File: src/sv/cnef_pkg.sv
// Package for the channel noise event filter: widths, register indexes,
// reset values and the struct types passed between the pipeline modules.
// No dependencies.
package cnef_pkg;

  // Field widths
  localparam int unsigned FRAC_W     = 16;
  localparam int unsigned RMS_W      = 16;
  localparam int unsigned CNT_W      = 13;
  localparam int unsigned PROD_W     = 32;
  localparam int unsigned CFG_IDX_W  = 3;
  localparam int unsigned CFG_DATA_W = 16;

  // Default saturation point of the suspect tallies
  localparam int unsigned MAX_CHANNELS_DEF = 4096;

  // 0.5 in Q1.15
  localparam logic [FRAC_W-1:0] HALF_Q15 = 16'd16384;

  // Register reset values
  localparam logic [FRAC_W-1:0] EVEN_HIGH_RST  = 16'd19661;
  localparam logic [FRAC_W-1:0] EVEN_LOW_RST   = 16'd13107;
  localparam logic [CNT_W-1:0]  EVEN_LIMIT_RST = 13'd10;
  localparam logic [RMS_W-1:0]  RMS_CUT_RST    = 16'd17600;
  localparam logic [CNT_W-1:0]  RMS_LIMIT_RST  = 13'd50;

  // Register indexes
  typedef enum logic [CFG_IDX_W-1:0] {
    REG_EVEN_HIGH  = 3'd0,
    REG_EVEN_LOW   = 3'd1,
    REG_EVEN_LIMIT = 3'd2,
    REG_RMS_CUT    = 3'd3,
    REG_RMS_LIMIT  = 3'd4,
    REG_KEEP_EMPTY = 3'd5,
    REG_SKIP_BAD   = 3'd6
  } cfg_idx_e;

  // Current configuration
  typedef struct packed {
    logic [FRAC_W-1:0] even_high;
    logic [FRAC_W-1:0] even_low;
    logic [CNT_W-1:0]  even_limit;
    logic [RMS_W-1:0]  rms_cut;
    logic [CNT_W-1:0]  rms_limit;
    logic              keep_empty;
    logic              skip_bad;
  } cfg_t;

  // One channel item after the product stage
  typedef struct packed {
    logic              last;
    logic              empty;
    logic              counted;    // not skipped as a bad channel
    logic              even_hit;   // even fraction outside the band
    logic              rms_over;   // rms above the cut
    logic              diag_en;    // diagonal cut applies
    logic [PROD_W-1:0] prod_span;  // rms * (hi - lo)
    logic [PROD_W-1:0] prod_dev;   // |ef - 0.5| * rms_cut
    logic [PROD_W-1:0] prod_rhs;   // rms_cut * (hi - lo)
  } stage_t;

endpackage

File: src/sv/cnef_cfg_regs.sv
// Configuration register file of the channel noise event filter.
// Depends on cnef_pkg.
module cnef_cfg_regs (
  input  logic                              clk_i,
  input  logic                              rst_ni,
  input  logic                              cfg_we_i,
  input  logic [cnef_pkg::CFG_IDX_W-1:0]    cfg_idx_i,
  input  logic [cnef_pkg::CFG_DATA_W-1:0]   cfg_wdata_i,
  output cnef_pkg::cfg_t                    cfg_o
);

  cnef_pkg::cfg_t cfg_q, cfg_d;

  // Decode a write; unknown indexes are dropped
  always_comb begin
    cfg_d = cfg_q;
    if (cfg_we_i) begin
      case (cnef_pkg::cfg_idx_e'(cfg_idx_i))
        cnef_pkg::REG_EVEN_HIGH:  cfg_d.even_high  = cfg_wdata_i;
        cnef_pkg::REG_EVEN_LOW:   cfg_d.even_low   = cfg_wdata_i;
        cnef_pkg::REG_EVEN_LIMIT: cfg_d.even_limit = cfg_wdata_i[cnef_pkg::CNT_W-1:0];
        cnef_pkg::REG_RMS_CUT:    cfg_d.rms_cut    = cfg_wdata_i;
        cnef_pkg::REG_RMS_LIMIT:  cfg_d.rms_limit  = cfg_wdata_i[cnef_pkg::CNT_W-1:0];
        cnef_pkg::REG_KEEP_EMPTY: cfg_d.keep_empty = cfg_wdata_i[0];
        cnef_pkg::REG_SKIP_BAD:   cfg_d.skip_bad   = cfg_wdata_i[0];
        default: ;
      endcase
    end
  end

  always_ff @(posedge clk_i or negedge rst_ni) begin
    if (!rst_ni) begin
      cfg_q.even_high  <= cnef_pkg::EVEN_HIGH_RST;
      cfg_q.even_low   <= cnef_pkg::EVEN_LOW_RST;
      cfg_q.even_limit <= cnef_pkg::EVEN_LIMIT_RST;
      cfg_q.rms_cut    <= cnef_pkg::RMS_CUT_RST;
      cfg_q.rms_limit  <= cnef_pkg::RMS_LIMIT_RST;
      cfg_q.keep_empty <= 1'b1;
      cfg_q.skip_bad   <= 1'b1;
    end else begin
      cfg_q <= cfg_d;
    end
  end

  assign cfg_o = cfg_q;

endmodule

File: src/sv/cnef_stat_stage.sv
// Input register and product stage: band and rms compares plus the three
// products of the diagonal cut, registered for the tally stage.
// Depends on cnef_pkg.
module cnef_stat_stage (
  input  logic                           clk_i,
  input  logic                           rst_ni,
  input  cnef_pkg::cfg_t                 cfg_i,
  input  logic                           in_valid_i,
  output logic                           in_stall_o,
  input  logic [cnef_pkg::FRAC_W-1:0]    even_ratio_i,
  input  logic [cnef_pkg::RMS_W-1:0]     rms_value_i,
  input  logic                           channel_bad_i,
  input  logic                           last_channel_i,
  input  logic                           empty_event_i,
  output logic                           stage_valid_o,
  input  logic                           stage_ready_i,
  output cnef_pkg::stage_t               stage_o
);

  // Input register
  logic                        in_v_q;
  logic [cnef_pkg::FRAC_W-1:0] ef_q;
  logic [cnef_pkg::RMS_W-1:0]  rms_q;
  logic                        bad_q, last_q, empty_q;

  // Product register
  logic             st_v_q;
  cnef_pkg::stage_t st_q, st_d;

  logic                        st_free, in_adv, in_free;
  logic [cnef_pkg::FRAC_W-1:0] span, dev;

  // Handshake between the two registers
  assign st_free    = !st_v_q || stage_ready_i;
  assign in_adv     = in_v_q && st_free;
  assign in_free    = !in_v_q || in_adv;
  assign in_stall_o = !in_free;

  // Compares and products for the item held in the input register
  always_comb begin
    span = cfg_i.even_high - cfg_i.even_low;
    dev  = (ef_q >= cnef_pkg::HALF_Q15) ? (ef_q - cnef_pkg::HALF_Q15)
                                        : (cnef_pkg::HALF_Q15 - ef_q);
    st_d.last      = last_q;
    st_d.empty     = empty_q;
    st_d.counted   = !(cfg_i.skip_bad && bad_q);
    st_d.even_hit  = (ef_q > cfg_i.even_high) || (ef_q < cfg_i.even_low);
    st_d.rms_over  = rms_q > cfg_i.rms_cut;
    st_d.diag_en   = (cfg_i.rms_cut != '0) && (cfg_i.even_high > cfg_i.even_low);
    st_d.prod_span = cnef_pkg::PROD_W'(rms_q) * cnef_pkg::PROD_W'(span);
    st_d.prod_dev  = cnef_pkg::PROD_W'(dev) * cnef_pkg::PROD_W'(cfg_i.rms_cut);
    st_d.prod_rhs  = cnef_pkg::PROD_W'(cfg_i.rms_cut) * cnef_pkg::PROD_W'(span);
  end

  // Valid flags
  always_ff @(posedge clk_i or negedge rst_ni) begin
    if (!rst_ni) begin
      in_v_q <= 1'b0;
      st_v_q <= 1'b0;
    end else begin
      if (in_free) in_v_q <= in_valid_i;
      if (st_free) st_v_q <= in_adv;
    end
  end

  // Payload registers
  always_ff @(posedge clk_i) begin
    if (in_free && in_valid_i) begin
      ef_q    <= even_ratio_i;
      rms_q   <= rms_value_i;
      bad_q   <= channel_bad_i;
      last_q  <= last_channel_i;
      empty_q <= empty_event_i;
    end
    if (in_adv) st_q <= st_d;
  end

  assign stage_valid_o = st_v_q;
  assign stage_o       = st_q;

endmodule

File: src/sv/cnef_tally.sv
// Tally stage: finishes the diagonal cut, keeps the saturating suspect
// counts and holds the per-event result register.
// Depends on cnef_pkg.
module cnef_tally #(
  parameter int unsigned MAX_CHANNELS = cnef_pkg::MAX_CHANNELS_DEF
) (
  input  logic                         clk_i,
  input  logic                         rst_ni,
  input  cnef_pkg::cfg_t               cfg_i,
  input  logic                         stage_valid_i,
  output logic                         stage_ready_o,
  input  cnef_pkg::stage_t             stage_i,
  output logic                         out_valid_o,
  input  logic                         out_stall_i,
  output logic                         keep_event_o,
  output logic [cnef_pkg::CNT_W-1:0]   even_suspect_count_o,
  output logic [cnef_pkg::CNT_W-1:0]   rms_suspect_count_o
);

  localparam logic [cnef_pkg::CNT_W-1:0] MaxCnt = cnef_pkg::CNT_W'(MAX_CHANNELS);
  localparam int unsigned LhsW = cnef_pkg::PROD_W + 2;

  function automatic logic [cnef_pkg::CNT_W-1:0] bump(
    input logic [cnef_pkg::CNT_W-1:0] n
  );
    return (n < MaxCnt) ? n + cnef_pkg::CNT_W'(1) : MaxCnt;
  endfunction

  logic [cnef_pkg::CNT_W-1:0] even_q, rms_q, even_new, rms_new;
  logic                       out_v_q, keep_q;
  logic [cnef_pkg::CNT_W-1:0] even_out_q, rms_out_q;

  logic            out_free, has_res, adv;
  logic [LhsW-1:0] lhs;
  logic            rms_hit;

  // Items without a result never wait on the output register
  assign out_free      = !out_v_q || !out_stall_i;
  assign has_res       = stage_i.last || stage_i.empty;
  assign adv           = stage_valid_i && (!has_res || out_free);
  assign stage_ready_o = !has_res || out_free;

  // Diagonal cut: rms*span + 2*dev*cut > cut*span
  always_comb begin
    lhs     = LhsW'(stage_i.prod_span) + LhsW'({stage_i.prod_dev, 1'b0});
    rms_hit = stage_i.rms_over ||
              (stage_i.diag_en && (lhs > LhsW'(stage_i.prod_rhs)));
    even_new = (stage_i.counted && stage_i.even_hit) ? bump(even_q) : even_q;
    rms_new  = (stage_i.counted && rms_hit) ? bump(rms_q) : rms_q;
  end

  // Control: tallies and result valid
  always_ff @(posedge clk_i or negedge rst_ni) begin
    if (!rst_ni) begin
      even_q  <= '0;
      rms_q   <= '0;
      out_v_q <= 1'b0;
    end else begin
      if (adv) begin
        if (has_res) begin
          even_q <= '0;
          rms_q  <= '0;
        end else begin
          even_q <= even_new;
          rms_q  <= rms_new;
        end
      end
      if (out_free) out_v_q <= adv && has_res;
    end
  end

  // Result payload
  always_ff @(posedge clk_i) begin
    if (adv && has_res) begin
      if (stage_i.empty) begin
        keep_q     <= cfg_i.keep_empty;
        even_out_q <= '0;
        rms_out_q  <= '0;
      end else begin
        keep_q     <= (even_new <= cfg_i.even_limit) && (rms_new <= cfg_i.rms_limit);
        even_out_q <= even_new;
        rms_out_q  <= rms_new;
      end
    end
  end

  assign out_valid_o          = out_v_q;
  assign keep_event_o         = keep_q;
  assign even_suspect_count_o = even_out_q;
  assign rms_suspect_count_o  = rms_out_q;

endmodule

File: src/sv/channel_noise_event_filter.sv
// Top level of the channel noise event filter.
// Depends on cnef_pkg, cnef_cfg_regs, cnef_stat_stage and cnef_tally.
//
//   channel  direction  handshake              payload
//   in       input      in_valid_i/in_stall_o  even_ratio, rms_value, channel_bad,
//                                              last_channel, empty_event
//   out      output     out_valid_o/out_stall_i keep_event, even_suspect_count,
//                                              rms_suspect_count
//   cfg      input      cfg_we_i               cfg_idx_i, cfg_wdata_i
//
// One channel item is accepted every cycle while in_stall_o is low. The item ending
// its event (last channel or empty event) passes the input register, the product
// register and the result register before out_valid_o rises.
// Reset clears the valid flags and both tallies and loads the register defaults.
// A stalled result holds; items that end no event keep flowing into the
// tallies while it waits, and input stalls only when a result backs up.
module channel_noise_event_filter #(
  parameter int unsigned MAX_CHANNELS = cnef_pkg::MAX_CHANNELS_DEF
) (
  input  logic                             clk_i,
  input  logic                             rst_ni,
  input  logic                             cfg_we_i,
  input  logic [cnef_pkg::CFG_IDX_W-1:0]   cfg_idx_i,
  input  logic [cnef_pkg::CFG_DATA_W-1:0]  cfg_wdata_i,
  input  logic                             in_valid_i,
  output logic                             in_stall_o,
  input  logic [cnef_pkg::FRAC_W-1:0]      even_ratio_i,
  input  logic [cnef_pkg::RMS_W-1:0]       rms_value_i,
  input  logic                             channel_bad_i,
  input  logic                             last_channel_i,
  input  logic                             empty_event_i,
  output logic                             out_valid_o,
  input  logic                             out_stall_i,
  output logic                             keep_event_o,
  output logic [cnef_pkg::CNT_W-1:0]       even_suspect_count_o,
  output logic [cnef_pkg::CNT_W-1:0]       rms_suspect_count_o
);

  cnef_pkg::cfg_t   cfg;
  cnef_pkg::stage_t stage;
  logic             stage_valid, stage_ready;

  cnef_cfg_regs u_cfg (
    .clk_i       (clk_i),
    .rst_ni      (rst_ni),
    .cfg_we_i    (cfg_we_i),
    .cfg_idx_i   (cfg_idx_i),
    .cfg_wdata_i (cfg_wdata_i),
    .cfg_o       (cfg)
  );

  cnef_stat_stage u_stat (
    .clk_i           (clk_i),
    .rst_ni          (rst_ni),
    .cfg_i           (cfg),
    .in_valid_i      (in_valid_i),
    .in_stall_o      (in_stall_o),
    .even_ratio_i    (even_ratio_i),
    .rms_value_i     (rms_value_i),
    .channel_bad_i   (channel_bad_i),
    .last_channel_i  (last_channel_i),
    .empty_event_i   (empty_event_i),
    .stage_valid_o   (stage_valid),
    .stage_ready_i   (stage_ready),
    .stage_o         (stage)
  );

  cnef_tally #(
    .MAX_CHANNELS (MAX_CHANNELS)
  ) u_tally (
    .clk_i                (clk_i),
    .rst_ni               (rst_ni),
    .cfg_i                (cfg),
    .stage_valid_i        (stage_valid),
    .stage_ready_o        (stage_ready),
    .stage_i              (stage),
    .out_valid_o          (out_valid_o),
    .out_stall_i          (out_stall_i),
    .keep_event_o         (keep_event_o),
    .even_suspect_count_o (even_suspect_count_o),
    .rms_suspect_count_o  (rms_suspect_count_o)
  );

endmodule

File: config.mk
export PLATFORM = sky130hd
export DESIGN_NAME = channel_noise_event_filter
export DESIGN_NICKNAME = d
export VERILOG_FILES = /design/src/sv/cnef_pkg.sv /design/src/sv/cnef_cfg_regs.sv /design/src/sv/cnef_stat_stage.sv /design/src/sv/cnef_tally.sv /design/src/sv/channel_noise_event_filter.sv
export SDC_FILE = /design/constraint.sdc
export NUM_CORES = 2
export LEC_CHECK = 0
export BUFFER_PORTS_ARGS = -buffer_cell sky130_fd_sc_hd__buf_2
export CORE_MARGIN = 8
export CORE_UTILIZATION = 35
export CTS_CLUSTER_SIZE = 25
export DETAILED_ROUTE_END_ITERATION = 8
export PLACE_DENSITY = 0.48
export SLEW_MARGIN = 10
export SYNTH_ARGS = -nofsm -noshare
export SYNTH_HDL_FRONTEND = slang
export SYNTH_HIERARCHICAL = 1
export SYNTH_SLANG_ARGS = --single-unit
export TNS_END_PERCENT = 10
File: constraint.sdc
create_clock -name clk_i -period 24 [get_ports clk_i]
set_input_delay 1.2 -clock clk_i [delete_from_list [all_inputs] [get_ports clk_i]]
set_output_delay 1.2 -clock clk_i [all_outputs]
set_load 0.05 [all_outputs]
# ---- Word level (Yosys, flattened, before mapping)
# Cells that the tools add are included.
dict set report word_totals {
  register_bits 269
  latchBits 0
  mem_bits_rw 0
  mem_bits_ro 0
  in_bits 59
  out_inout_bits 29
  word_cells 95
  n_memories 0
}
dict set report op_classes {
  add_sub_neg 6
  mul 3
  div_mod_pow 0
  magnitude_cmp 10
  eq_ne 6
  shifts 0
  muxes 8
  bitwise_logic 0
  reduce_logical 33
}
# cell n
set ops {}
lappend ops {{$mul 16x16->32} 3}
lappend ops {{$mux 13} 6}
lappend ops {{$gt 16x16->1} 3}
lappend ops {{$add 32x33->34} 1}
lappend ops {{$gt 34x32->1} 1}
lappend ops {{$add 13x1->13 const B} 2}
lappend ops {{$le 13x13->1} 2}
lappend ops {{$lt 13x13->1 const B} 2}
lappend ops {{$ge 16x15->1 const B} 1}
lappend ops {{$lt 16x16->1} 1}
lappend ops {{$mux 16} 1}
lappend ops {{$reduce_bool 16->1} 1}
lappend ops {{$sub 15x16->16 const A} 1}
lappend ops {{$sub 16x15->16 const B} 1}
lappend ops {{$sub 16x16->16} 1}
lappend ops {{$reduce_and 2->1} 7}
lappend ops {{$logic_and 1x1->1} 10}
lappend ops {{$eq 3x3->1 const B} 3}
lappend ops {{$logic_not 1->1} 7}
lappend ops {{$logic_or 1x1->1} 7}
lappend ops {{$eq 3x2->1 const B} 2}
lappend ops {{$eq 3x1->1 const B} 1}
lappend ops {{$logic_not 3->1} 1}
lappend ops {{$mux 1} 1}

# ---- Longest topological paths before layout
dict set report depth {
  ltp_word 9
  ltp_mapped 32
  ltp_nobuf 30
}

# ---- Cells and area by module
# Netlist, hierarchy kept.
# module instances cells_per_inst area_per_inst_um2 seq_area_each_um2
set by_module_without_submodules {}
lappend by_module_without_submodules {cnef_stat_stage 1 3657 33379.5 4164.0}
lappend by_module_without_submodules {cnef_tally 1 761 6108.4 1486.4}
lappend by_module_without_submodules {cnef_cfg_regs 1 167 3021.6 1935.6}

# ---- Worst setup path after synthesis
# OpenSTA, ideal clock, no wires.
dict set report synth_path {
  path_type {reg2reg}
  startpoint {reg u_cfg.cfg_q, in the netlist u_cfg/cfg_o[44]}
  endpoint {reg u_stat.st_q, in the netlist u_stat/stage_o[28] (data pin)}
  setup_time_ps 270
  arrival_ps 7624
  t_required_ps 23730
  slack_ps 16106
  path_stages_with_launch 30
  path_buffers 2
  period_less_slack_ps 7894
  path_cell_list {dfstp_2 -> ha_1 -> inv_1 -> fa_1 -> a21o_1 -> a21o_1 -> a21oi_1 -> o21a_1 -> o21bai_1 -> o31ai_2 -> buf_2 -> mux2_2 -> fa_1 -> fa_1 -> inv_1 -> fa_1 -> fa_1 -> fa_1 -> inv_1 -> fa_1 -> inv_1 -> ha_1 -> clkbuf_1 -> nand3_1 -> nor2_1 -> nand3_1 -> a211o_1 -> a211oi_1 -> nor4_1 -> or3b_2}
}
# item line_no
set synth_lines {}
lappend synth_lines {{from (decl)} cnef_cfg_regs.sv:12} ;# cnef_pkg::cfg_t cfg_q, cfg_d;
lappend synth_lines {{from (signal assigned)} cnef_cfg_regs.sv:41} ;# cfg_q <= cfg_d;
lappend synth_lines {{to (signal assigned)} cnef_stat_stage.sv:75} ;# if (in_adv) st_q <= st_d;
lappend synth_lines {{to (decl)} cnef_stat_stage.sv:28} ;# cnef_pkg::stage_t st_q, st_d;

==> summary.txt <==
Finish
  • Share of cells above drive strength 1: 8.671%
  • Fill count: 12366
  • Area delta synth->final: 7.941%
  • Multi-input gate area: 30990 um2
  • Most frequent cells in the layout: inv_1, fa_1, nand2_1
  • Area occupied by registers: 7586 um2
  • Most common cell after layout, fill and taps aside: inv_1
  • Nets: 5674

Route
  • Pre-Repair DR Iteration Count: 5
  • DRC violation count after routing: 0
  • Detailed-route vias per instance: 5.032
  • Total wire length: 127.2 mm
  • Iter 0 DRT Violations: 1855
  • Vias: 31300
  • Antenna Nets Post-Route: 0
  • Mean routed wirelength per cell: 20.45 um

Die
  • Die area: 132900 um2
  • # IOs: 88
  • Row count: 128
  • Core area: 121200 um2
  • Die Width: 364.5 um
  • Die Height: 364.5 um
  • Starting Density: 35.06%

Synth
  • Post-synthesis sequential area ratio: 17.85%
  • Netlist cell types: 96
  • Synthesized area per cell: 9.271 um2
  • Mapped Area: 42510 um2
  • Yosys warns: 6
  • Post-synth top area share: 27.50%
  • Flops & latches, synth: 269
  • Mapped Cells: 4585
  • Net Count, Synth: 5697
  • Cell taking the most area after synthesis: fa_1
  • Post-synth EDFFs: 164
  • Main flop type after synthesis: edfxtp_1
  • Async S/R FF share, synth: 39.03%
  • Largest cells by area after synthesis: fa_1, ha_1, edfxtp_1

Global route
  • Vias in the first global route: 32624
  • Largest net degree at the start of global routing: 68
  • GRT overflow: 0
  • Global-route usage over all layers: 19.33%
  • Global-route wire length before repair: 199.1 mm
  • Initial antenna violation count: 4

CTS
  • Post-CTS sizing: 0
  • CTS tree: built
  • Clock slew seen by the registers of the worst setup and hold paths: 0.06 ns
  • CTS max path bufs: 3
  • CTS Buf Count: 36
  • Clock Root Buffer: clkbuf_16
  • CTS sink cnt: 269
  • Latest clock arrival within the worst-skew pair: 0.59 ns
  • CTS H-tree lvls: 2
  • CTS Hold Bufs: 0
  • Setup bufs post-CTS: 0

Min path
  • Worst hold path type: flop to flop

STA
  • Setup TNS: 0 ns
  • Max Fclk: 0.1152 GHz
  • Crit path time final: 8.681 ns
  • Pins Over Slew Limit: 0
  • Period Utilization, post-route: 36.17%
  • RSZ-0062 raised after global routing: no
  • Relative slew margins: 24.96%
  • Final Hold Fails: 0
  • Max Clock Skew: 0.02178 ns
  • Final setup violation count: 0
  • Worst-margin pin slew: 1.123 ns

Setup path
  • CP Class: flop to flop
  • Crit path from: u_cfg/cfg_o[44]$_DFFE_PN1P_
  • Worst R2R Start: u_cfg/cfg_o[44]$_DFFE_PN1P_
  • Req. time, crit path: 24.32 ns
  • Critical path arrival: 9.00 ns
  • Highest-delay cell along the critical path: dfstp_2
  • Crit-path max FO: 32
  • CP endpoint kind: flop
  • Worst R2R Path Depth: 28
  • Most frequent CP cell: fa_1
  • R2r endpoint: u_stat/stage_o[28]$_DFFE_PP_
  • Worst setup SP type: flop
  • Crit-path max cell delay: 0.56 ns
  • Reg2reg setup slack: 15.32 ns
  • Critical Path Sink: u_stat/stage_o[28]$_DFFE_PP_

Placed design
  • Number of I/O port buffers: 87
  • RePlAce Congestion: 0.8815
  • Dpl hpwl: 96.96 mm

Outcome
  • Outcome: finished, final reports clean

Job
  • Max-cap violation count: 0
-- sequential cells by signal, indices dropped and copies added (netlist names) --
name / count
u_stat/stage_o: 102
u_cfg/cfg_o: 76
u_stat/ef_q: 16
u_stat/rms_q: 16
u_tally/even_q: 13
u_tally/even_suspect_count_o: 13
u_tally/rms_q: 13
u_tally/rms_suspect_count_o: 13
u_stat/bad_q: 1
u_stat/empty_q: 1
u_stat/in_v_q: 1
u_stat/last_q: 1
u_stat/stage_valid_o: 1
u_tally/keep_event_o: 1
u_tally/out_valid_o: 1
-- stage by stage --
stage	utilization [%]	worst slack, ns	cell area [um2]	instances	hold WS [ns]
floorplan	-	16.11	42510	4585	0.4003
global placement	36.89	15.47	44720	6149	0.4013
detailed placement	36.89	15.36	44720	6149	0.4105
CTS	37.84	15.35	45870	6215	0.4244
global route	37.84	14.91	45870	6215	0.4334
finish	37.85	15.32	45890	6220	0.4202
-- worst min-delay path by stage --
| stage | from | end | slack (ns) | depth (start not counted) |
|---|---|---|---|---|
| floorplan | u_stat/empty_q$_DFFE_PP_ | u_stat/stage_o[100]$_DFFE_PP_ | 0.40 | 0 |
| global placement | u_stat/last_q$_DFFE_PP_ | u_stat/stage_o[101]$_DFFE_PP_ | 0.40 | 0 |
| finish | u_stat/empty_q$_DFFE_PP_ | u_stat/stage_o[100]$_DFFE_PP_ | 0.42 | 0 |
| global route | u_stat/last_q$_DFFE_PP_ | u_stat/stage_o[101]$_DFFE_PP_ | 0.43 | 0 |
| CTS | u_stat/empty_q$_DFFE_PP_ | u_stat/stage_o[100]$_DFFE_PP_ | 0.42 | 0 |
| detailed placement | u_stat/empty_q$_DFFE_PP_ | u_stat/stage_o[100]$_DFFE_PP_ | 0.41 | 0 |
-- synth_stat cells, types with 5 or more instances --
cell type	instances
mux2i_1	54
nand3_1	85
buf_6	5
a221oi_1	5
o41ai_1	5
fa_1	584
nand2b_1	109
nand4b_1	8
clkbuf_1	200
o21ai_0	119
o221ai_1	6
edfxtp_1	164
a31oi_1	20
and3_1	24
o31ai_1	12
nand3b_1	12
xnor2_1	88
a21oi_1	180
mux2_4	21
buf_2	8
and2_1	221
dfstp_2	27
a21boi_0	15
nor3b_1	6
nand2_1	561
nor2b_1	33
inv_1	834
a211oi_1	18
nor3_1	47
mux2_2	80
nand4_1	43
or2_2	8
o21bai_1	20
o21a_1	23
dfrtp_1	78
ha_1	469
a211o_1	6
o211ai_1	10
nor2_1	131
a21o_1	85
xor2_1	48
nor4_1	16
or3_1	9
-- metal layers --
metal / GRT usage (%) / wire length, um / vias to the layer above
li1: - / - / 14686
met1: 27.00 / 59060 / 15829
met2: 32.43 / 60020 / 671
met3: 2.432 / 5773 / 114
met4: 3.510 / 2338 / 0
met5: 0 / 0 / -
-- layout make-up --
| type | count | area share (%) |
|---|---|---|
| multi-input cells | 3262 | 67.55 |
| flip-flops and latches | 269 | 16.53 |
| inverters | 834 | 6.822 |
| well taps | 1625 | 4.431 |
| repair buffers | 159 | 2.132 |
| clock buffers | 48 | 2.105 |
| clock inverters | 18 | 0.4036 |
| diodes | 5 | 0.02727 |
-- logic make-up (layout without fill, tap and decap cells) --
group / after synthesis / after routing / share of synthesized area [%]
other cells: 0 / 5 / 0
mux: 156 / 156 / 4.165
buf+inv: 1054 / 1059 / 9.495
xor+xnor: 136 / 136 / 2.802
fa+ha+maj: 1053 / 1053 / 41.31
compound gates: 582 / 582 / 8.845
simple gates: 1335 / 1335 / 15.54
flops: 269 / 269 / 17.85
-- worst max-delay path: cells and delay by family, from the launching register on --
family / cells / cell delay [ns]
flops: 1 / 0.56
buf+inv: 5 / 0.74
mux: 1 / 0.42
fa+ha+maj: 9 / 3.80
simple gates: 5 / 1.00
compound gates: 8 / 1.88
Power is left out: the tool's default activity adds up to more than one toggle a clock period on the data nets, which glitch-free logic cannot reach.
